### src/sv/gcr_pkg.sv
// Shared constants and map addressing helpers for the grid ray caster.
`default_nettype none
package gcr_pkg;

    localparam int MAP_CELLS = 64;
    localparam int CELL_PIX  = 64;
    localparam int PIX_SH    = 6;
    localparam int MAP_LIM   = MAP_CELLS * CELL_PIX;
    localparam int MAP_DEPTH = MAP_CELLS * MAP_CELLS;
    localparam int CELL_W    = $clog2(MAP_CELLS);
    localparam int ADDR_W    = $clog2(MAP_DEPTH);
    localparam int CV_W      = 8;

    localparam int MAX_STEPS = 1024;
    localparam int STEP_W    = $clog2(MAX_STEPS);

    localparam int ORG_W = 14;
    localparam int TRIG_W = 18;
    localparam int POS_W = 36;
    localparam int NUM_W = 54;
    localparam int DEN_W = TRIG_W;
    localparam int LEN_W = 32;
    localparam int ONE_SH = 16;
    localparam int DIST_W = 31;
    localparam int OUT_POS_W = 15;
    localparam int OFS_W = 6;

    localparam logic [1:0] STAT_WRITTEN = 2'd0;
    localparam logic [1:0] STAT_ESCAPED = 2'd1;
    localparam logic [1:0] STAT_HIT     = 2'd2;

    function automatic logic pos_in_map(input logic signed [POS_W-1:0] pos);
        return !pos[POS_W-1] && (pos < POS_W'(MAP_LIM));
    endfunction

    function automatic logic [ADDR_W-1:0] cell_addr(input logic [POS_W-1:0] px,
                                                   input logic [POS_W-1:0] py);
        logic [ADDR_W-1:0] row;
        row = ADDR_W'(ADDR_W'(py[PIX_SH +: CELL_W]) * ADDR_W'(MAP_CELLS));
        return ADDR_W'(row + ADDR_W'(px[PIX_SH +: CELL_W]));
    endfunction

endpackage
`default_nettype wire

### src/sv/gcr_divider.sv
// Serial signed divider, one quotient bit per cycle, truncating toward zero.
`default_nettype none
module gcr_divider (
    input  wire logic                              i_clk,
    input  wire logic                              i_rst_n,
    input  wire logic                              i_start,
    input  wire logic signed [gcr_pkg::NUM_W-1:0]  i_num,
    input  wire logic signed [gcr_pkg::DEN_W-1:0]  i_den,
    output logic signed      [gcr_pkg::NUM_W-1:0]  o_quo,
    output logic                                   o_done
);
    import gcr_pkg::*;

    localparam int CNT_W = $clog2(NUM_W);

    logic [NUM_W-1:0] r_q;
    logic [DEN_W-1:0] r_den;
    logic [DEN_W-1:0] r_rem;
    logic [CNT_W-1:0] r_cnt;
    logic             r_neg;
    logic             r_busy;
    logic             r_done;
    logic [DEN_W:0]   w_trial;
    logic [DEN_W:0]   w_diff;
    logic             w_ge;

    assign w_trial = {r_rem, r_q[NUM_W-1]};
    assign w_diff  = w_trial - {1'b0, r_den};
    assign w_ge    = !w_diff[DEN_W];

    always_ff @(posedge i_clk) begin
        if (!i_rst_n) begin
            r_busy <= 1'b0;
            r_done <= 1'b0;
        end else begin
            r_done <= 1'b0;
            if (i_start) begin
                r_q    <= i_num[NUM_W-1] ? NUM_W'(-i_num) : NUM_W'(i_num);
                r_den  <= i_den[DEN_W-1] ? DEN_W'(-i_den) : DEN_W'(i_den);
                r_neg  <= i_num[NUM_W-1] ^ i_den[DEN_W-1];
                r_rem  <= '0;
                r_cnt  <= '0;
                r_busy <= 1'b1;
            end else if (r_busy) begin
                r_rem <= w_ge ? w_diff[DEN_W-1:0] : w_trial[DEN_W-1:0];
                r_q   <= {r_q[NUM_W-2:0], w_ge};
                r_cnt <= r_cnt + 1'b1;
                if (r_cnt == CNT_W'(NUM_W - 1)) begin
                    r_busy <= 1'b0;
                    r_done <= 1'b1;
                end
            end
        end
    end

    assign o_quo  = r_neg ? -$signed(r_q) : $signed(r_q);
    assign o_done = r_done;
endmodule
`default_nettype wire

### config.mk
export PLATFORM = sky130hd
export DESIGN_NAME = gcr_divider
export DESIGN_NICKNAME = d
export VERILOG_FILES = /design/src/sv/gcr_pkg.sv /design/src/sv/gcr_divider.sv
export SDC_FILE = /design/constraint.sdc
export NUM_CORES = 1
export LEC_CHECK = 0
export ABC_AREA = 0
export BUFFER_PORTS_ARGS = -buffer_cell sky130_fd_sc_hd__buf_4
export CAP_MARGIN = 30
export CORE_MARGIN = 2
export CORE_UTILIZATION = 32
export CTS_BUF_LIST = sky130_fd_sc_hd__clkbuf_8
export DETAILED_ROUTE_END_ITERATION = 12
export PLACE_DENSITY = 0.56
export SLEW_MARGIN = 5
export SYNTH_ARGS = -nofsm -noshare
export SYNTH_HDL_FRONTEND = slang
export SYNTH_SLANG_ARGS = --single-unit
### constraint.sdc
create_clock -name i_clk -period 7.6 [get_ports i_clk]
set_clock_uncertainty 0.1 [all_clocks]
set_input_delay 0.76 -clock i_clk [delete_from_list [all_inputs] [get_ports i_clk]]
set_output_delay 0.76 -clock i_clk [all_outputs]
set_load 0.005 [all_outputs]
### Word level (Yosys, flattened, before mapping)

Index checks and enable logic that the tools add are counted.

* add/subtract/negate cells: 5
* multiplexer cells: 12
* bitwise gates (word level): 3
* equal/unequal tests: 1
* reduce and logical (&&, ||, !) cells: 5

Operators by type and width (number)
* 54-bit 2-to-1 mux: 4
* 54-bit negator: 2
* 18-bit 2-to-1 mux: 2
* 19-bit by 18-bit subtractor with 19-bit output: 1
* 18-bit negator: 1
* 17-bit 2-to-1 mux: 1
* 6-bit by 1-bit adder with 6-bit output, second input constant: 1
* 6-bit == test, second input constant: 1
* 6-bit 2-to-1 mux: 1
* 1-bit 2-to-1 mux: 4
* 2-bit AND reduction: 2
* 3-bit OR reduction: 1
* 1-bit inverter: 2
* 2-bit nonzero test: 1
* 1-bit logical NOT: 1
* 1-bit XOR: 1

* input bits: 75
* output and inout port bits: 55
* register bits: 99
* logic and storage cells: 34

### Logic depth before layout (Yosys ltp)

Gate-level depths: netlist (run 1).

* word-level depth: 4
* mapped depth: 11
* depth with buffers taken out: 10

### Worst setup path before layout (run 1)

No wires, ideal clock.

* path type: input to register
* start point: input i_start
* end point: register r_cnt[0] (enable)
* path buffers: 2
* required time: 7.057 ns
* library setup time: 0.443 ns
* cell stages on the path: 3
* arrival: 3.050 ns
* slack: 4.007 ns
* cells stage by stage: clkbuf_1 > clkbuf_1 > o21a_1

* word-level cells in the longest chain between the ends: 2

Ends and longest elaborated chain
* start: declaration: RTL line gcr_divider.sv:6 `input wire logic i_start,`
* 2-bit nonzero test (no line)
* 2-bit AND reduction (no line)
* end signal: assignment: RTL line gcr_divider.sv:47 `r_cnt <= r_cnt + 1'b1;`
* end: declaration: RTL line gcr_divider.sv:19 `logic [CNT_W-1:0] r_cnt;`

Every way passes these cells.
A chain may end at the register's enable or synchronous reset.

### Worst setup path in the final report (run 1)

* start point: register r_q[8]
* end point: output o_quo[53] in the netlist's numbering

* word-level cells in the longest chain between the ends: 2

Ends and longest elaborated chain
* start: declaration: RTL line gcr_divider.sv:16 `logic [NUM_W-1:0] r_q;`
* start signal: assignment: RTL line gcr_divider.sv:38 `r_q <= i_num[NUM_W-1] ? NUM_W'(-i_num) : NUM_W'(i_num);`
* start signal: assignment: RTL line gcr_divider.sv:46 `r_q <= {r_q[NUM_W-2:0], w_ge};`
* 54-bit negator: RTL line gcr_divider.sv:56 `assign o_quo = r_neg ? -$signed(r_q) : $signed(r_q);`
* 54-bit 2-to-1 mux: RTL line gcr_divider.sv:56
* end: declaration: RTL line gcr_divider.sv:9 `output logic signed [gcr_pkg::NUM_W-1:0] o_quo,`

Every way passes these cells.

==> results.md, run 1 <==
* Via count at roughly 6500
* Mapped Area at 7570 sq um
* Worst path arrival time at 3.37 ns
* Worst skew pair latency at 0.39 ns
* Initial Util at 32.4%
* Num rows at 56
* CP bufs+invs at 1
* Hold Crit Start: r_busy$_SDFF_PN0_
* Required @ worst endpoint at 6.74 ns
* Syn nets at 915
* Setup-failing EPs final at 0
* Vias in the first global route at 6141
* Worst hold path cell count at 2
* Asr flop ratio synth at 0%
* Area growth, synth to finish at 20.1%
* Root Buffer: clkbuf_8
* Critical path, cell by cell: or4_4, or4_4, nor4_1, nand2_1, o31ai_2, xnor2_1, buf_4
* DRT iter0 DRCs at 550
* Placed Instances at 1233
* Initial antenna violation count at 0
* Final Non-Filler Cells at around 1300
* YS warnings at 0
* Most frequent cells in the layout: 134 x buf_4, 97 x edfxtp_1, 80 x nor2_1, 80 x a21oi_1, 77 x xnor2_1
* Routed WL at 21000 um
* Max-slew violation count at 0
* Ranking of synthesized cells by area: edfxtp_1 38%, xnor2_1 8.9%, xor2_1 6.8%, a21oi_1 5.3%, o31ai_1 4.6%
* DR vias/cell at approximately 5.2
* Worst R2R Path Depth at 10
* Clock share of power at 24.5%
* Post-synth EDFFs at 97
* Syn_area_per_cell at 9.28 sq um
* Cts bufs inserted at 9
* CTS tree: built
* CTS Sinks at 99
* # diodes at 0
* Hold Path Sink: o_done$_SDFF_PP0_
* Yosys reg bits at 99
* Hold buffer count at cts at 0
* Remaining antenna violation count at 0
* Drt first pass iters at 4
* Core Region at 23300 sq um
* Min Hold Slack at approximately 0.36 ns
* Int Pwr at 1.08 mW
* Peak supply drop at 0.0702 mV
* Crit-path leading delay family: simple AND/OR/NAND/NOR gates
* Slew @ Worst Pin at 0.911 ns
* Comb pwr share at between 30% and 40%
* First-pass GRT wire length at 33100 um
* WL per Instance at between 15 and 20 um
* Most common cell after layout, fill and taps aside: buf_4
* Top-area cell type share of the netlist area at 38.5%
* RePlAce Congestion at 0.887
* Port Buffers at 129
* Ys flop type: edfxtp_1
* Largest net degree at the start of global routing at 79
* H-tree depth at 3
* Tcrit/Tclk final at 55.7%
* Worst-path maximum fanout at 7
* Final hold violation count at 0
* Post_cts resized at 0
* Post-CTS Setup Repair Bufs at 0
* Reg clk slew, reported paths at 0.10 ns
* Outcome: completed
* Critical R2R Capture: r_rem[17]$_SDFFCE_PP0P_
* Seq/Total Area, Yosys at 39.0%
* Fmax at 236 MHz
* Die height at 158 um
* Clock Path Buffers at 2
* Cell mode on critical path: or4_4
* GR Util All Layers at 16.9%
* Yosys top cell by area: edfxtp_1
* FILL cells at 2355
* Reg2reg start: r_q[53]$_DFFE_PP_
* Total gr overflow at 0
* Cell variety after synth at 51
* Share of post-route cells with drive strength above 1 at 19.0%
* Die outline width at 158 um
* CP peak stage delay at 0.56 ns
* Worst Setup Path Type: register to primary output
* Worst hold path type: register to register
* Hpwl dp at 15500 um
* Rel. slew slack at between 30% and 40%
* CP Capture Type: primary output
* P_sw at slightly above 0.5 mW
* Slowest library cell on the worst path: or4_4
* DRC Markers at 0
* Die footprint at roughly 25000 sq um
* I/O pins at 130
* Setup tns final at 0 ns
* Maxcap violations at 0
* Sequential power share at 44.3%
* R2r setup slk at 4.13 ns
* Post-Syn Instances at roughly 800
* Leakage power at 3.28 nW
* RSZ-0062 raised after global routing: false
* Switching Share at 31.9%
* CP startpoint kind: register
* # nets final at approximately 1000
* Tmin final at 4.23 ns
* PwrDens at between 150 and 200 nW/um^2
[per-layer routing]
metal | vias to the layer above | global-route usage (%) | share of wire [%]
met4 | 0 | 4.03 | 1.6
met5 | - | 0 | 0
met1 | 3023 | 22.6 | 45
met3 | 20 | 3.53 | 5.6
li1 | 3262 | - | -
met2 | 158 | 28.0 | 48
[power groups by stage]
stage | Combinational [mW] | Clock (mW) | Sequential [mW]
after global routing | 0.552 | 0.421 | 0.706
final | 0.494 | 0.386 | 0.699
after detailed placement | 0.495 | 0 | 0.711
after CTS | 0.497 | 0.404 | 0.699
after global placement | 0.491 | 0 | 0.711
after floorplan | 0.311 | 0 | 0.700
[sequential cells by signal, summed over array words and instances (netlist names)]
name	count
r_rem	18
r_q	54
r_busy	1
r_neg	1
r_cnt	6
o_done	1
r_den	18
[how the worst max path moves through the flow]
stage,startpoint,to,slack (ns),cells past startpoint
floorplan,i_start,r_cnt[0]$_SDFFCE_PP0P_,4.01,3
global placement,i_num[0],r_q[48]$_DFFE_PP_,3.63,9
detailed placement,i_num[0],r_q[48]$_DFFE_PP_,3.66,9
CTS,r_q[8]$_DFFE_PP_,o_quo[53],3.28,7
global route,r_q[7]$_DFFE_PP_,o_quo[35],3.17,7
finish,r_q[8]$_DFFE_PP_,o_quo[53],3.37,7
[through the flow]
stage          utilization (%)  power (mW)  setup slack, ns  area, sq um
2_1_floorplan                -        1.01             4.01         7570
3_3_place_gp              37.9        1.20             3.63         8840
3_5_place_dp              38.0        1.21             3.66         8860
4_1_cts                   38.9        1.60             3.28         9080
5_1_grt                   39.0        1.68             3.17         9090
6_report                  39.0        1.58             3.37         9090
[tightest hold or removal path: stages, from the launching register on]
cell,delay [ns]
dfxtp_1,0.33
nand2_1,0.06
nor3_1,0.03
[synthesized netlist by cell type (7+ instances only)]
cell / instances
a211oi_1: 7
a21oi_1: 80
clkbuf_1: 34
edfxtp_1: 97
ha_1: 23
inv_1: 30
nand2_1: 45
nand3_1: 16
nand4_1: 7
nor2_1: 80
nor3_1: 10
nor4_1: 10
o211ai_1: 9
o21ai_0: 60
o31ai_1: 46
o41ai_1: 18
or3_1: 24
or4_1: 16
xnor2_1: 77
xor2_1: 59
[logic make-up (layout without fill, tap and decap cells)]
group / after synthesis / count (layout) / synth area share, %
buffers and inverters: 67 / 182 / 3.37
DFF: 99 / 99 / 39.0
adders and majority gates: 24 / 24 / 4.07
and+or+nand+nor: 237 / 237 / 16.0
xor gates and xnor gates: 136 / 136 / 15.7
muxes: 2 / 2 / 0.264
AOI/OAI and AO/OA: 251 / 251 / 21.5
[cell type report]
type                    instances  area (sq um)  share of cell area, %
repair buffers                136          1040                   11.5
clock inverters                 7          91.3                   1.00
inverters                      30           113                   1.24
multi-input cells             650          4370                   48.1
well taps                     319           399                   4.39
clock buffers                   9           124                   1.36
flip-flops and latches         99          2950                   32.5
Note: power is estimated with default switching activity, not from simulation.
==> run 2: changes to the inputs <==
==> constraint.sdc (replaced) <==
create_clock -name i_clk -period 4.3 [get_ports i_clk]
set_clock_uncertainty 0.1 [all_clocks]
set_input_delay 0.43 -clock i_clk [delete_from_list [all_inputs] [get_ports i_clk]]
set_output_delay 0.43 -clock i_clk [all_outputs]
set_load 0.005 [all_outputs]
==> results.md, run 2 (synthesized netlist as in run 1, its figures left out) <==
* Worst hold path type: input pin to register (was register to register)
* FILL cells at 2380 (was 2355)
* CP startpoint kind: register (unchanged)
* I/O pins at 130 (unchanged)
* Crit-path leading delay family: simple AND/OR/NAND/NOR gates (unchanged)
* Remaining antenna violation count at 0 (unchanged)
* Worst-path maximum fanout at 7 (unchanged)
* DRC Markers at 0 (unchanged)
* Setup-failing EPs final at 0 (unchanged)
* P_sw at 0.889 mW (was 0.504 mW)
* Max FFs per register at 54 (unchanged)
* Switching Share at 33.2% (was 31.9%)
* First-pass GRT wire length at 32100 um (was 33100 um)
* Final hold violation count at 0 (unchanged)
* H-tree depth at 3 (unchanged)
* Tcrit/Tclk final at 91.0%
* Drt first pass iters at 5 (was 4)
* Largest net degree at the start of global routing at 78 (was 79)
* Int Pwr at 1.79 mW (was 1.08 mW)
* Max-slew violation count at 0 (unchanged)
* Hold Path Sink: r_den[0]$_DFFE_PP_ (was o_done$_SDFF_PP0_)
* Slowest library cell on the worst path: or4_4 (unchanged)
* Num rows at 56 (unchanged)
* Initial Util at 32.4% (unchanged)
* Worst path arrival time at 3.38 ns (was 3.37 ns)
* Final setup margin at 0.388 ns (was 3.37 ns)
* Tmin final at 3.91 ns
* DR vias/cell at 5.19 (was 5.17)
* Fmax at between 200 and 300 MHz
* Via count at 6503 (was 6463)
* CP peak stage delay at 0.56 ns (about the same)
* Leakage power at 3.27 nW (was 3.28 nW)
* PwrDens at 295 nW/um^2 (was 174 nW/um^2)
* Area growth, synth to finish at 19.7% (was 20.1%)
* RePlAce Congestion at 0.892 (was 0.887)
* Core Region at 23300 sq um (unchanged)
* Hold buffer count at cts at 0 (unchanged)
* CTS Sinks at 99 (unchanged)
* # nets final at 1029 (was 1025)
* Sequential power share at 46.3% (was 44.3%)
* CP Capture Type: primary output (unchanged)
* Reg clk slew, reported paths at 0.10 ns (about the same)
* GR Util All Layers at 16.4% (was 16.9%)
* Setup tns final at 0 ns (unchanged)
* Cell mode on critical path: or4_4 (unchanged)
* Die outline width at 158 um (unchanged)
* CTS tree: built (unchanged)
* WL per Instance at 16.2 um (was 16.8 um)
* Routed WL at 20300 um (was 21000 um)
* Worst Setup Path Type: register to primary output (unchanged)
* Hpwl dp at 15400 um (was 15500 um)
* # diodes at 0 (unchanged)
* Required @ worst endpoint at 3.77 ns (was 6.74 ns)
* Clock Path Buffers at 2 (unchanged)
* Reg2reg start: r_q[53]$_DFFE_PP_ (unchanged)
* Worst hold path cell count at 1 (was 2)
* Outcome: completed (unchanged)
* Post-CTS Setup Repair Bufs at 0 (unchanged)
* Worst skew pair latency at 0.39 ns (about the same)
* Top Registers: r_q x54, r_den x18, r_rem x18 (unchanged)
* Critical path, cell by cell: or4_4, or4_4, nor4_1, nand2_1, o31ai_2, xnor2_1, buf_4 (unchanged)
* Post_cts resized at 0 (unchanged)
* Initial antenna violation count at 0 (unchanged)
* Total gr overflow at 0 (unchanged)
* Root Buffer: clkbuf_8 (unchanged)
* Maxcap violations at 0 (unchanged)
* Share of post-route cells with drive strength above 1 at 19.1% (was 19.0%)
* Comb pwr share at 32.5% (was 31.3%)
* R2r setup slk at 0.99 ns (was 4.13 ns)
* Clock share of power at 21.1% (was 24.5%)
* Worst R2R Path Depth at 11 (was 10)
* Cts bufs inserted at 9 (unchanged)
* Rel. slew slack at 49.1% (was 38.7%)
* Most common cell after layout, fill and taps aside: buf_4 (unchanged)
* CP bufs+invs at 1 (unchanged)
* Port Buffers at 129 (unchanged)
* Critical R2R Capture: r_rem[17]$_SDFFCE_PP0P_ (unchanged)
* Hold Crit Start: i_den[0] (was r_busy$_SDFF_PN0_)
* RSZ-0062 raised after global routing: false (unchanged)
* Peak supply drop at 0.124 mV (was 0.0702 mV)
* Placement Setup Slack at 0.755 ns (was 3.66 ns)
* Vias in the first global route at 6124 (was 6141)
* Die footprint at 24900 sq um (unchanged)
* Die height at 158 um (unchanged)
* Most frequent cells in the layout: 139 x buf_4, 97 x edfxtp_1, 80 x nor2_1, 80 x a21oi_1, 77 x xnor2_1 (was 134 x buf_4, 97 x edfxtp_1, 80 x nor2_1, 80 x a21oi_1, 77 x xnor2_1)
* DRT iter0 DRCs at 452 (was 550)
* Slew @ Worst Pin at 0.757 ns (was 0.911 ns)
* Largest register by flop count: r_q (unchanged)
[run 2: cell types whose count changed in the layout (fill, tap and decap cells not counted), sizes merged]
cell	before	now
buf	136	140
clkinvlp	1	0
bufinv	2	0
clkinv	3	6
[run 2: per-stage QoR]
stage / instances / total power, mW / util (%) / hold WS, ns / instance area, sq um
CTS: 1253 / 2.71 / 38.8 / 0.141 / 9050
detailed placement: 1237 / 2.13 / 38.1 / 0.349 / 8880
finish: 1254 / 2.68 / 38.8 / 0.167 / 9060
global route: 1254 / 2.84 / 38.8 / 0.141 / 9060
floorplan: 816 / 1.79 / - / 0.315 / 7570
global placement: 1237 / 2.13 / 38.1 / 0.342 / 8880
[run 2: how the worst max path moves through the flow]
stage,start,to,cells past startpoint
after CTS,r_q[8]$_DFFE_PP_,o_quo[53],7
after global routing,r_q[8]$_DFFE_PP_,o_quo[53],7
after detailed placement,r_q[8]$_DFFE_PP_,o_quo[53],7
after global placement,r_q[9]$_DFFE_PP_,o_quo[53],7
after floorplan,i_start,r_cnt[0]$_SDFFCE_PP0P_,3
final,r_q[8]$_DFFE_PP_,o_quo[53],7
[run 2: layout make-up]
type / count / area (sq um) / area share [%]
well taps: 319 / 399 / 4.40
clock buffers: 9 / 124 / 1.37
multi-input cells: 650 / 4370 / 48.2
inverters: 30 / 113 / 1.24
flip-flops and latches: 99 / 2950 / 32.6
repair buffers: 140 / 1060 / 11.7
clock inverters: 7 / 43.8 / 0.483
[run 2: routing by layer]
layer  track usage (%)  vias up  wire, um  part of all wire, %
met4              2.90        0       192                 0.94
li1                  -     3279         -                    -
met5                 0        -         0                    0
met1              22.2     3015      9130                   45
met3              3.12       14      1340                  6.6
met2              27.4      195      9670                   48
[run 2: power by group through the flow]
stage	Clock [mW]	Combinational, mW	Sequential [mW]
after floorplan	0	0.550	1.24
final	0.566	0.870	1.24
after global routing	0.618	0.970	1.25
after CTS	0.592	0.876	1.24
after global placement	0	0.871	1.26
after detailed placement	0	0.873	1.26
